## src/rtl/core/sm_pkg.sv

```systemverilog
// Shared types and constants of the substring masker
package sm_pkg;

	// Default window depth, longest pattern supported
	localparam int DEF_MAX_PATTERN = 32;

	// Pattern storage and configuration port widths
	localparam int PAT_BYTES  = 32;
	localparam int PAT_WORDS  = 4;
	localparam int WORD_BYTES = 8;
	localparam int LEN_W      = 6;
	localparam int CFG_IDX_W  = 3;
	localparam int CFG_DATA_W = 64;

	// Register indexes
	localparam logic [CFG_IDX_W-1:0] REG_LENGTH = 3'd0;
	localparam logic [CFG_IDX_W-1:0] REG_WORD_0 = 3'd1;

	// Replacement byte for matched text
	localparam logic [7:0] MASK_CHAR = 8'h2A;

	// Depth of the queue between front and back
	localparam int QUEUE_DEPTH = 4;

	// Front sequencer states
	typedef enum logic [1:0] {
		FR_ACCEPT,
		FR_TRIM,
		FR_FLUSH
	} front_state_t;

	// One result beat on its way from front to back
	typedef struct packed {
		logic [7:0] data;
		logic       masked;
		logic       last;
	} beat_t;

endpackage

```

## src/rtl/core/sm_front.sv

```systemverilog
// Front: pattern registers, byte window, match test and beat release
module sm_front import sm_pkg::*; #(
	parameter int MAX_PATTERN = DEF_MAX_PATTERN
) (
	input  logic                  clk,
	input  logic                  arst_n,
	input  logic                  cfg_write,
	input  logic [CFG_IDX_W-1:0]  cfg_index,
	input  logic [CFG_DATA_W-1:0] cfg_data,
	input  logic                  push,
	input  logic [7:0]            text_byte,
	input  logic                  text_end,
	output logic                  full,
	input  logic                  q_full,
	output logic                  beat_valid,
	output beat_t                 beat
);

	localparam int FILL_W = $clog2(MAX_PATTERN + 1);

	// Configuration
	logic [LEN_W-1:0] len_q;
	logic [7:0]       pat_q [PAT_BYTES];

	// Window, oldest byte at entry 0
	logic [7:0]        win_byte_q [MAX_PATTERN];
	logic              win_mask_q [MAX_PATTERN];
	logic [FILL_W-1:0] fill_q;
	logic              end_q;
	front_state_t      state_q, state_d;

	logic [LEN_W-1:0]  len_clamp;
	logic [FILL_W-1:0] len;
	logic              acc;
	logic [7:0]        cand_byte [MAX_PATTERN];
	logic              cand_mask [MAX_PATTERN];
	logic [FILL_W-1:0] cand_fill;
	logic              hit;
	logic              emit, set_mask, last;
	logic              upd_mask [MAX_PATTERN];

	// Register writes; unused indexes fall through
	always_ff @(posedge clk or negedge arst_n) begin
		if (!arst_n) begin
			len_q <= LEN_W'(1);
			for (int i = 0; i < PAT_BYTES; i++) pat_q[i] <= '0;
		end else if (cfg_write) begin
			if (cfg_index == REG_LENGTH) len_q <= cfg_data[LEN_W-1:0];
			for (int w = 0; w < PAT_WORDS; w++) begin
				if (cfg_index == REG_WORD_0 + CFG_IDX_W'(w)) begin
					for (int b = 0; b < WORD_BYTES; b++)
						pat_q[w*WORD_BYTES+b] <= cfg_data[b*8 +: 8];
				end
			end
		end
	end

	// Effective length: zero acts as one, clipped to the window depth
	always_comb begin
		if (len_q == '0) len_clamp = LEN_W'(1);
		else if (len_q > LEN_W'(MAX_PATTERN)) len_clamp = LEN_W'(MAX_PATTERN);
		else len_clamp = len_q;
	end
	assign len = len_clamp[FILL_W-1:0];

	assign full = (state_q != FR_ACCEPT) || q_full;
	assign acc  = push && !full;

	// Window as seen this cycle, with the new byte appended on accept
	always_comb begin
		for (int k = 0; k < MAX_PATTERN; k++) begin
			if (acc && FILL_W'(k) == fill_q) begin
				cand_byte[k] = text_byte;
				cand_mask[k] = 1'b0;
			end else begin
				cand_byte[k] = win_byte_q[k];
				cand_mask[k] = win_mask_q[k];
			end
		end
		cand_fill = acc ? fill_q + FILL_W'(1) : fill_q;
	end

	// Match test over the first len entries; masked bytes never match
	always_comb begin
		hit = 1'b1;
		for (int k = 0; k < MAX_PATTERN; k++) begin
			if (FILL_W'(k) < len && (cand_mask[k] || cand_byte[k] != pat_q[k]))
				hit = 1'b0;
		end
	end

	// Next state
	always_comb begin
		state_d = state_q;
		case (state_q)
			FR_ACCEPT: begin
				if (acc) begin
					if (cand_fill > len) state_d = FR_TRIM;
					else if (text_end) state_d = FR_FLUSH;
				end
			end
			FR_TRIM: begin
				if (!q_full && fill_q <= len) state_d = end_q ? FR_FLUSH : FR_ACCEPT;
			end
			FR_FLUSH: begin
				if (!q_full && fill_q == FILL_W'(1)) state_d = FR_ACCEPT;
			end
			default: state_d = FR_ACCEPT;
		endcase
	end

	// Actions
	always_comb begin
		emit     = 1'b0;
		set_mask = 1'b0;
		last     = 1'b0;
		case (state_q)
			FR_ACCEPT: begin
				if (acc && cand_fill == len) begin
					set_mask = hit;
					emit     = !text_end;
				end
			end
			FR_TRIM: begin
				if (!q_full) begin
					if (fill_q > len) begin
						emit = 1'b1;
					end else begin
						set_mask = hit;
						emit     = !end_q;
					end
				end
			end
			FR_FLUSH: begin
				if (!q_full) begin
					emit = 1'b1;
					last = (fill_q == FILL_W'(1));
				end
			end
			default: ;
		endcase
	end

	// Mask marks after a hit covers the whole window
	always_comb begin
		for (int k = 0; k < MAX_PATTERN; k++)
			upd_mask[k] = cand_mask[k] | (set_mask && FILL_W'(k) < len);
	end

	// Window update, shifting down one entry per released beat
	always_ff @(posedge clk or negedge arst_n) begin
		if (!arst_n) begin
			for (int k = 0; k < MAX_PATTERN; k++) begin
				win_byte_q[k] <= '0;
				win_mask_q[k] <= 1'b0;
			end
			fill_q <= '0;
		end else if (emit) begin
			for (int k = 0; k < MAX_PATTERN - 1; k++) begin
				win_byte_q[k] <= cand_byte[k+1];
				win_mask_q[k] <= upd_mask[k+1];
			end
			win_byte_q[MAX_PATTERN-1] <= '0;
			win_mask_q[MAX_PATTERN-1] <= 1'b0;
			fill_q <= cand_fill - FILL_W'(1);
		end else begin
			for (int k = 0; k < MAX_PATTERN; k++) begin
				win_byte_q[k] <= cand_byte[k];
				win_mask_q[k] <= upd_mask[k];
			end
			fill_q <= cand_fill;
		end
	end

	// Sequencer state and held end mark
	always_ff @(posedge clk or negedge arst_n) begin
		if (!arst_n) begin
			state_q <= FR_ACCEPT;
			end_q   <= 1'b0;
		end else begin
			state_q <= state_d;
			if (acc) end_q <= text_end;
		end
	end

	// Beat towards the queue
	assign beat_valid  = emit;
	assign beat.data   = cand_byte[0];
	assign beat.masked = upd_mask[0];
	assign beat.last   = last;

endmodule

```

## src/rtl/core/sm_queue.sv

```systemverilog
// Short queue of result beats between front and back
module sm_queue import sm_pkg::*; (
	input  logic  clk,
	input  logic  arst_n,
	input  logic  wr_valid,
	input  beat_t wr_beat,
	output logic  full,
	input  logic  rd_ready,
	output logic  rd_valid,
	output beat_t rd_beat
);

	localparam int PTR_W = $clog2(QUEUE_DEPTH);
	localparam int CNT_W = $clog2(QUEUE_DEPTH + 1);

	beat_t             slot_q [QUEUE_DEPTH];
	logic [PTR_W-1:0]  wr_ptr_q, rd_ptr_q;
	logic [CNT_W-1:0]  count_q;
	logic              do_wr, do_rd;

	assign full     = (count_q == CNT_W'(QUEUE_DEPTH));
	assign rd_valid = (count_q != '0);
	assign rd_beat  = slot_q[rd_ptr_q];
	assign do_wr    = wr_valid && !full;
	assign do_rd    = rd_ready && rd_valid;

	// Storage
	always_ff @(posedge clk) begin
		if (do_wr) slot_q[wr_ptr_q] <= wr_beat;
	end

	// Pointers and occupancy
	always_ff @(posedge clk or negedge arst_n) begin
		if (!arst_n) begin
			wr_ptr_q <= '0;
			rd_ptr_q <= '0;
			count_q  <= '0;
		end else begin
			if (do_wr) wr_ptr_q <= wr_ptr_q + PTR_W'(1);
			if (do_rd) rd_ptr_q <= rd_ptr_q + PTR_W'(1);
			if (do_wr && !do_rd) count_q <= count_q + CNT_W'(1);
			else if (do_rd && !do_wr) count_q <= count_q - CNT_W'(1);
		end
	end

endmodule

```

## src/rtl/core/sm_back.sv

```systemverilog
// Back: applies the mask character and holds the result beat
module sm_back import sm_pkg::*; (
	input  logic       clk,
	input  logic       arst_n,
	input  logic       rd_valid,
	input  beat_t      rd_beat,
	output logic       rd_ready,
	input  logic       pop,
	output logic       empty,
	output logic [7:0] out_byte,
	output logic       out_end
);

	logic       valid_q;
	logic [7:0] byte_q;
	logic       end_q;
	logic       take;

	assign rd_ready = !valid_q || pop;
	assign take     = rd_valid && rd_ready;

	// Output register
	always_ff @(posedge clk or negedge arst_n) begin
		if (!arst_n) begin
			valid_q <= 1'b0;
		end else if (take) begin
			valid_q <= 1'b1;
		end else if (pop) begin
			valid_q <= 1'b0;
		end
	end

	// Payload, masked bytes turn into '*'
	always_ff @(posedge clk) begin
		if (take) begin
			byte_q <= rd_beat.masked ? MASK_CHAR : rd_beat.data;
			end_q  <= rd_beat.last;
		end
	end

	assign empty    = !valid_q;
	assign out_byte = byte_q;
	assign out_end  = end_q;

endmodule

```

## src/rtl/core/substring_masker.sv

```systemverilog
// Streaming substring masker: one text byte per cycle unless full; a result leaves
// once the byte drops out of the pattern-length window. An end byte makes the window
// sequencer flush, one beat per cycle unless the queue is full, up to the pattern
// length; a length cut mid-text first releases the surplus bytes unmatched.
// Asynchronous reset clears window, queue and output stage; length 1, pattern zero.
module substring_masker import sm_pkg::*; #(
	parameter int MAX_PATTERN = DEF_MAX_PATTERN
) (
	input  logic                  clk,
	input  logic                  arst_n,
	input  logic                  cfg_write,
	input  logic [CFG_IDX_W-1:0]  cfg_index,
	input  logic [CFG_DATA_W-1:0] cfg_data,
	input  logic                  push,
	output logic                  full,
	input  logic [7:0]            text_byte,
	input  logic                  text_end,
	output logic                  empty,
	input  logic                  pop,
	output logic [7:0]            out_byte,
	output logic                  out_end
);

	logic  q_full, q_wr, q_rd_valid, q_rd_ready;
	beat_t q_wr_beat, q_rd_beat;

	// Window and match sequencer
	sm_front #(
		.MAX_PATTERN (MAX_PATTERN)
	) u_front (
		.clk        (clk),
		.arst_n     (arst_n),
		.cfg_write  (cfg_write),
		.cfg_index  (cfg_index),
		.cfg_data   (cfg_data),
		.push       (push),
		.text_byte  (text_byte),
		.text_end   (text_end),
		.full       (full),
		.q_full     (q_full),
		.beat_valid (q_wr),
		.beat       (q_wr_beat)
	);

	// Decoupling queue
	sm_queue u_queue (
		.clk      (clk),
		.arst_n   (arst_n),
		.wr_valid (q_wr),
		.wr_beat  (q_wr_beat),
		.full     (q_full),
		.rd_ready (q_rd_ready),
		.rd_valid (q_rd_valid),
		.rd_beat  (q_rd_beat)
	);

	// Result stage
	sm_back u_back (
		.clk      (clk),
		.arst_n   (arst_n),
		.rd_valid (q_rd_valid),
		.rd_beat  (q_rd_beat),
		.rd_ready (q_rd_ready),
		.pop      (pop),
		.empty    (empty),
		.out_byte (out_byte),
		.out_end  (out_end)
	);

endmodule

```

## config.mk

```make
export PLATFORM = sky130hd
export DESIGN_NAME = substring_masker
export DESIGN_NICKNAME = d
export VERILOG_FILES = /design/src/rtl/core/sm_pkg.sv /design/src/rtl/core/sm_front.sv /design/src/rtl/core/sm_queue.sv /design/src/rtl/core/sm_back.sv /design/src/rtl/core/substring_masker.sv
export SDC_FILE = /design/constraint.sdc
export NUM_CORES = 1
export LEC_CHECK = 0
export ABC_AREA = 1
export BUFFER_PORTS_ARGS = -buffer_cell sky130_fd_sc_hd__buf_2
export CAP_MARGIN = 20
export CORE_MARGIN = 3
export CORE_UTILIZATION = 30
export CTS_CLUSTER_SIZE = 8
export DETAILED_ROUTE_END_ITERATION = 10
export PLACE_DENSITY = 0.52
export SYNTH_ARGS = -nofsm -noshare
export SYNTH_HDL_FRONTEND = slang
export SYNTH_SLANG_ARGS = --single-unit
export TNS_END_PERCENT = 5
```

## constraint.sdc

```tcl
create_clock -name clk -period 6.1 [get_ports clk]
set_input_delay 0.61 -clock clk [delete_from_list [all_inputs] [get_ports clk]]
set_output_delay 0.61 -clock clk [all_outputs]
set_load 0.01 [all_outputs]
```

# == Yosys cells after proc, flatten, opt, wreduce, memory -nomap -nowiden ==
# Memories as Yosys holds them, arrays and structs flattened.
# Cells that the tools add are included.
# op_classes
addsub,6
magnitude_cmp,36
n_eq_ne,76
mux,126
bitwise_logic,32
reduce_logical,159
# ops
cell,count
$mux W256,1
$mux W8,32
$ne A8 B8 Y1,32
$logic_and A1 B1 Y1,104
$eq A5 B6 Y1 const A,16
$lt A5 B6 Y1 const A,16
$mux W1,77
$eq A4 B6 Y1 const A,8
$lt A4 B6 Y1 const A,8
$logic_or A1 B1 Y1,34
$mux W32,1
$or A1 B1 Y1,32
$eq A3 B6 Y1 const A,4
$lt A3 B6 Y1 const A,4
$mux W6,4
$eq A2 B6 Y1 const A,2
$gt A6 B6 Y1,2
$logic_not A6 Y1,2
$lt A1 B6 Y1 const A,2
$lt A2 B6 Y1 const A,2
$mux W2,6
$reduce_and A2 Y1,5
$logic_not A1 Y1,7
$add A6 B1 Y6 const B,1
25 further kinds,33
# totals
register_bits,576
ram_bits,40
in_bits,81
output_inout_bits,11
word_cells,542
memories,1
# memory_table
memory,words,word_bits,read_ports,rd_clocked_by_memory_dff,write_ports,line_no,text
u_queue.slot_q,4,10,1,0,1,sm_queue.sv:16,beat_t slot_q [QUEUE_DEPTH];

# == Logic depth before layout (Yosys ltp) ==
# Gate-level depths: netlist (run 1).
# depth
ltp_word,47
ltp_mapped,28
depth_no_buf,23

# == Cells and area by module ==
# Synthesis (run 1) repeated with hierarchy kept, for this count alone.
# hier_totals
cells_unflattened,4563
hier_area_um2,33026.7
# modules_own_cells
module,n_inst,cells_each,area_each_um2,seq_area_each_um2
sm_front,1,4357,30591.8,13989.7
sm_queue,1,177,2059.5,1376.3
sm_back,1,29,375.4,295.3

# == Worst setup path after synthesis (run 1) ==
# Ideal clock, no wire load.
# synth_timing
path_kind,input to register
startpoint,in push
endpoint,reg u_queue.count_q[2]
setup_ps,131
arrival_time_ps,4586
required_ps,5969
setup_slack_ps,1383
stages,26
path_buffers,8
path_cell_list,nand3_2 buf_4 buf_6 buf_4 buf_4 buf_2 nor4_1 nand3_1 xor2_1 ha_1 nand2_1 inv_1 nand3_1 nand3b_1 nor2_1 nand2_1 nand3_1 buf_2 clkbuf_1 buf_2 ha_1 inv_1 fa_1 a21oi_1 o21ai_0 xor2_1
# synth_between
elab_chain_len,10
elab_cells_between_ends,12
cone_classes,eq/ne (1); mux (4); reduce/logical (7)
# synth_rtl
item,line_no,text
start: declaration,substring_masker.sv:14,"input logic push,"
$logic_and A1 B1 Y1 (*),sm_front.sv:67,assign acc = push && !full;
$mux W6,sm_front.sv:80,cand_fill = acc ? fill_q + FILL_W'(1) : fill_q;
$eq A6 B6 Y1,sm_front.sv:119,if (acc && cand_fill == len) begin
$logic_and A1 B1 Y1 (*),sm_front.sv:119,
$mux W1 (*),sm_front.sv:119,
$pmux W1 S3 (*),sm_front.sv:117,case (state_q)
$logic_and A1 B1 Y1 (*),sm_queue.sv:24,assign do_wr = wr_valid && !full;
named net u_queue.do_wr,sm_queue.sv:19,"logic do_wr, do_rd;"
$logic_not A1 Y1,sm_queue.sv:42,else if (do_rd && !do_wr) count_q <= count_q - CNT_W'(1);
$logic_and A1 B1 Y1,sm_queue.sv:42,
$reduce_bool A2 Y1 (no line),--,
end signal: assignment,sm_queue.sv:41,if (do_wr && !do_rd) count_q <= count_q + CNT_W'(1);
end signal: assignment,sm_queue.sv:42,
end: declaration,sm_queue.sv:18,logic [CNT_W-1:0] count_q;
# The timed path passes the listed nets; every way through them passes the cells marked *.
# A chain may end at the register's enable or synchronous reset.

# == Worst setup path in the final report (run 1) ==
# layout_timing
startpoint,reg u_front.state_q[1]
endpoint,reg u_front.win_byte_q[24] (netlist name)
# layout_between
elab_chain_len,10
elab_cells_between_ends,17
cone_classes,eq/ne (3); mux (6); reduce/logical (8)
# layout_rtl
item,line_no,text
start: declaration,sm_front.sv:30,"front_state_t state_q, state_d;"
start signal: assignment,sm_front.sv:181,state_q <= state_d;
$reduce_bool A2 Y1,sm_front.sv:66,assign full = (state_q != FR_ACCEPT) || q_full;
$logic_or A1 B1 Y1,sm_front.sv:66,
$logic_not A1 Y1,sm_front.sv:67,
$logic_and A1 B1 Y1,sm_front.sv:67,
$mux W6,sm_front.sv:80,
$eq A6 B6 Y1,sm_front.sv:119,
$logic_and A1 B1 Y1,sm_front.sv:119,
$mux W1,sm_front.sv:119,
$pmux W1 S3,sm_front.sv:117,
$mux W256 (*),sm_front.sv:158,end else if (emit) begin
end signal: indexed assignment,sm_front.sv:160,win_byte_q[k] <= cand_byte[k+1];
end signal: indexed assignment,sm_front.sv:168,win_byte_q[k] <= cand_byte[k];
end: declaration,sm_front.sv:26,logic [7:0] win_byte_q [MAX_PATTERN];
# Every way passes the cells marked *; elsewhere a longest branch is shown, timed or not.

==> flow_summary.yaml, run 1 <==
layout:
  diodes: 0
  drive_gt1_frac: 0.07185
  final_nets: 4432
  areaGrowthSynthToFinish_pct: 12.98
  postLayoutCellArea_um2: 36440
clock_network:
  htreeDepth: 3
  clock_sinks: 616
  clkTransAtPathRegs_ns: 0.06
  post_cts_buffers: 0
  cts_tree: "done"
  clockBufferDepth: 3
  numCtsBuffers: 87
  cts-root-buf: "clkbuf_16"
  clock_latency_ns: 0.67
  ctsHoldBuffers: 0
  postCtsResizedCells: 0
critical_path:
  reg2reg_depth: 16
  crit_path_end_kind: "register"
  required_ns: 6.59
  path_class: "reg -> reg"
  path_cells: "nor2_2 -> nand3_4 -> nor4_1 -> nand3_1 -> xor2_1 -> ha_1 -> nand2_1 -> inv_1 -> nand3_1 -> nand3b_1 -> nor2_1 -> nand2_1 -> nand3_4 -> inv_6 -> buf_4 -> o21ai_0"
  path_buf_inv: 3
  worst_ep_arrival_time_ns: 5.26
  cpLargestDelayFamily: "simple AND/OR/NAND/NOR gates"
  cp.depth: 16
  slowest_stage: "inv_6"
  crit_fanout: 108
  startpoint_type: "register"
  max_stage_delay_ns: 0.73
timing:
  holdWs_ns: -0.01890
  fmax_mhz: 209.5
  slew_headroom: 0.3569
  drv_slew: 0
  setup_viol: 0
  rsz0062_at_grt: "false"
  tns_ns: 0
  finalHoldViolCount: 2
  fin_skew_ns: 0.04213
  period_needed_ns: 4.774
  period_share: 0.7826
  tightest_slew_ns: 0.9646
global_routing:
  grt_pass1_vias: 26990
  antenna_found_initial: 1
  grt-ovfl-total: 0
  grt_usage: 0.2196
  grt_max_degree: 151
  grt_pass1_wl_um: 183100
yosys:
  avgSynthCellArea_um2: 7.491
  synth_fp_nets: 4409
  synthCells: 4305
  ys_seq_elements: 616
  async_flop_share: 0.9205
  synth_edf_count: 49
  synth_ff_type: "dfrtp_1"
  syn-cell-area_um2: 32250
  ys_seq_area_frac: 0.4856
  yosysWarnings: 0
  yosysUniqueCellTypes: 46
die:
  fp.dieH_um: 333.9
  die_w_um: 333.9
  rows: 119
  ios: 92
  core_um2: 106000
  dieArea_um2: 111500
  start_util: 0.3042
placement:
  placed_cell_area_um2: 34050
  place_congestion: 0.9040
  io_buffer_count: 91
  hpwl_um: 87910
detailed_routing:
  dr_wl_met2_um: 56790
  wl_um: 124000
  drcViolationCount: 0
  wl_met1_um: 54840
  dr_wl_met3_um: 7362
  wl_per_cell_um: 21.57
  drtIter0Drc: 2841
  ant_nets: 0
  drtPass1Iterations: 8
  via_per_inst: 5.039
  highest_layer: "met5"
  routed-via-count: 28960
power_and_ir_drop:
  peakVddDrop_uv: 290.0
  power_mw: 16.47
  p_per_area_nw_per_um2: 452.1
  static-leakage-power_nw: 17.41
run_status:
  failed_checks: "hold timing"
  status: "finished, violations left"
hold_path:
  hold_path_class: "in -> async"
job:
  cap_violations: 0
[kinds of logic after synthesis]
| group | count (synthesis) | synth area share |
|---|---|---|
| XOR/XNOR | 72 | 0.01955 |
| buffers and inverters | 621 | 0.07659 |
| multiplexers | 9 | 0.002832 |
| flip-flops | 616 | 0.4856 |
| AND/OR/NAND/NOR | 2069 | 0.2595 |
| AO/OA/AOI/OAI | 895 | 0.1467 |
| adder cells (fa/ha/maj) | 23 | 0.009156 |
[cell usage after synthesis, types with 8 or more instances]
library cell | count | area share
dfrtp_1 | 566 | 0.44
nand3_1 | 181 | 0.028
nand3b_1 | 33 | 0.0077
buf_4 | 14 | 0.0033
ha_1 | 22 | 0.0085
inv_2 | 14 | 0.0016
mux2i_1 | 8 | 0.0025
buf_2 | 57 | 0.0088
o211ai_1 | 15 | 0.0035
nor2_1 | 237 | 0.028
nor2_4 | 9 | 0.0031
buf_1 | 8 | 0.00093
edfxtp_1 | 49 | 0.046
o21ai_1 | 79 | 0.012
xnor2_1 | 45 | 0.012
nand2_1 | 1543 | 0.18
nand4_1 | 13 | 0.0025
clkbuf_1 | 124 | 0.014
or2_2 | 9 | 0.0017
a31oi_1 | 13 | 0.0025
nor2_2 | 21 | 0.0041
xor2_1 | 27 | 0.0073
a21oi_1 | 27 | 0.0042
inv_1 | 399 | 0.046
o21ai_0 | 686 | 0.11
o21bai_1 | 45 | 0.010
[flip-flops by register name (all words and copies together), names as in the netlist, 3 cells and up]
name                cells
u_queue.count_q         3
u_back.out_byte         8
u_front.win_mask_q     32
u_queue.slot_q         40
u_front.len_q           6
u_front.win_byte_q    256
u_front.fill_q          6
u_front.pat_q         256
[routing by layer]
metal | vias to the layer above | global-route usage
met3 | 228 | 0.03083
met4 | 2 | 0.08185
li1 | 13810 | -
met2 | 1002 | 0.3500
met5 | - | 0
met1 | 13910 | 0.3037
[path summary, 6_finish.rpt]
kind | from | end | slack [ns]
max | u_front.state_q[1] | u_front.win_byte_q[24] | 1.33
min | arst_n | u_queue.rd_ptr_q[0] | -0.02
max reg2reg | u_front.state_q[1] | u_front.win_byte_q[24] | 1.33
min reg2reg | u_front.pat_q[229] | u_front.pat_q[229] | 0.48
max in group asynchronous | arst_n | u_front.win_byte_q[134] | 4.68
min in group clk | pop | u_back.valid_q | 0.16
[layout by cell type (no fill, tap or decap), types with 22 or more instances in the layout]
master	synthesis	final
a21oi_1	27	27
buf_2	57	90
buf_4	14	42
clkbuf_1	124	22
clkbuf_16	0	88
dfrtp_1	566	566
edfxtp_1	49	49
ha_1	22	22
inv_1	399	397
nand2_1	1543	1542
nand3_1	181	177
nand3b_1	33	33
nor2_1	237	237
o21ai_0	686	686
o21ai_1	79	79
o21bai_1	45	45
xnor2_1	45	45
xor2_1	27	27
[where the power goes]
part | internal [mW] | switching, mW
combinational | 1.78 | 4.37
sequential | 5.26 | 0.602
clock | 2.61 | 1.86
[per-stage QoR]
step / utilization / instances / setup slack (ns)
floorplan: - / 4305 / 1.383
global placement: 0.3211 / 5629 / 1.379
detailed placement: 0.3212 / 5630 / 1.245
CTS: 0.3437 / 5747 / 1.344
global route: 0.3437 / 5747 / 0.9614
finish: 0.3437 / 5747 / 1.326
[area by class of cell]
type	count	area (µm²)
tap	1391	1740
timing repair buffer	139	900.9
clock inverter	6	85.08
inverter	416	1567
multi-input combinational	3068	14180
fill	11340	69580
clock buffer	111	2298
sequential	616	15660
Note: power is estimated with default switching activity, not from simulation.
==> inputs of run 2 (changes only) <==
clock period = 4.61 ns   (was 6.1 ns; I/O delays follow)
==> flow_summary.yaml, run 2 (synthesis results as in run 1) <==
run_status:
  status: "finished clean"
critical_path:
  required_ns: 5.20
  path_class: "reg -> reg"
  worst_ep_arrival_time_ns: 4.81
  startpoint_type: "register"
  crit_fanout: 22
  crit_path_end_kind: "register"
die:
  rows: 119
  start_util: 0.3042
  die_w_um: 333.9
  dieArea_um2: 111500
  ios: 92
  core_um2: 106000
  fp.dieH_um: 333.9
detailed_routing:
  ant_nets: 0
  drtIter0Drc: 2890
  via_per_inst: 5.034
  drcViolationCount: 0
  wl_per_cell_um: 22.08
  routed-via-count: 29350
  drtPass1Iterations: 6
  wl_um: 128800
layout:
  areaGrowthSynthToFinish_pct: 15.44
  postLayoutCellArea_um2: 37230
  fillers: 11250
  diodes: 0
  fin_util: 0.3512
  final_common_cell: "nand2_1"
  drive_gt1_frac: 0.08941
  mostFrequentLayoutCells: "nand2_1 (1542), o21ai_0 (686), dfrtp_1 (566)"
  final_nets: 4514
  reg_top3: "u_front.pat_q (256), u_front.win_byte_q (256), u_queue.slot_q (40)"
  finalNonFillerCells: 5831
clock_network:
  cts_tree: "done"
  clockBufferDepth: 3
  htreeDepth: 3
  clock_sinks: 616
  numCtsBuffers: 88
  cts-root-buf: "clkbuf_16"
  post_cts_buffers: 0
  clock_latency_ns: 0.65
  clkTransAtPathRegs_ns: 0.05
global_routing:
  grt_usage: 0.2282
  grt_max_degree: 107
  grt_pass1_wl_um: 189200
  grt-ovfl-total: 0
  grt_pass1_vias: 27780
  antenna_found_initial: 4
power_and_ir_drop:
  static-leakage-power_nw: 17.87
  peakVddDrop_uv: 384.8
  p_per_area_nw_per_um2: 598.8
placement:
  dp.cells: 5709
  io_buffer_count: 91
  placed_cell_area_um2: 34790
  hpwl_um: 92110
  place_congestion: 0.9251
timing:
  tns_ns: 0
  fin_skew_ns: 0.03007
  period_share: 0.9153
  slew_headroom: 0.4121
  fmax_mhz: 237.0
  drv_slew: 0
  setup_viol: 0
  period_needed_ns: 4.219
  rsz0062_at_grt: "false"
  tightest_slew_ns: 0.8818
  finalHoldViolCount: 0
  holdWs_ns: 0.1435
hold_path:
  hold_path_class: "in -> reg"
job:
  cap_violations: 0
[run 2: worst max-delay path: stages, from the launching register on]
cell	delay, ns
dfrtp_1	0.41
nor2_2	0.18
nand2_2	0.14
nand3_4	0.23
buf_4	0.32
buf_4	0.36
nor2_4	0.12
o21ai_1	0.29
inv_1	0.10
nand2_1	0.06
nand3_1	0.06
nor2_1	0.18
nand2_1	0.20
nand2_1	0.16
nand2_1	0.10
nor2_1	0.11
nand3_1	0.13
nor2_2	0.22
buf_4	0.30
nand2_1	0.09
nand2_1	0.20
nand2_1	0.08
nand2_1	0.07
[run 2: path summary, 6_finish.rpt]
kind	startpoint	end	slack [ns]	cells past startpoint
setup / recovery	u_queue.count_q[1]	u_front.win_mask_q[31]	0.39	22
setup reg to reg	u_queue.count_q[1]	u_front.win_mask_q[31]	0.39	22
min in group asynchronous	arst_n	u_front.win_byte_q[246]	0.42	2
max in group asynchronous	arst_n	u_front.pat_q[130]	3.02	3
hold / removal	cfg_data[34]	u_front.pat_q[154]	0.14	3
hold reg to reg	u_front.pat_q[155]	u_front.pat_q[155]	0.48	2
[run 2: power by group]
part           internal (mW)  total [mW]  switching (mW)
clock network           3.54        5.98            2.44
logic                   2.62        8.54            5.92
registers               6.96        7.77           0.811
[run 2: final cells by class]
class / instances / area (µm²) / area share
inverters: 416 / 1567 / 0.04208
clock buffers: 115 / 2377 / 0.06386
flip-flops and latches: 616 / 15660 / 0.4207
repair buffers: 220 / 1654 / 0.04443
clock inverters: 5 / 36.28 / 0.0009747
well taps: 1391 / 1740 / 0.04675
multi-input cells: 3068 / 14190 / 0.3812
[run 2: metrics by stage]
stage          power [mW]  setup slack [ns]
2_1_floorplan       13.11           0.02415
3_3_place_gp        16.23            0.4423
3_5_place_dp        16.28            0.4959
4_1_cts             22.34            0.4646
5_1_grt             23.73           0.01408
6_report            22.29            0.3907
[run 2: timing repair]
action | CTS | global route
endpoints found under the setup margin | 0 | 1
gates resized for setup | 0 | 1
hold buffers | 2 | 0
hold endpoints to repair | 57 | 0
[run 2: per-layer routing]
layer	up-vias	global-route usage	share of wire
li1	13960	-	-
met1	14140	0.3019	0.43
met2	1019	0.3815	0.47
met3	230	0.02834	0.060
met4	0	0.08768	0.040
met5	-	0	0
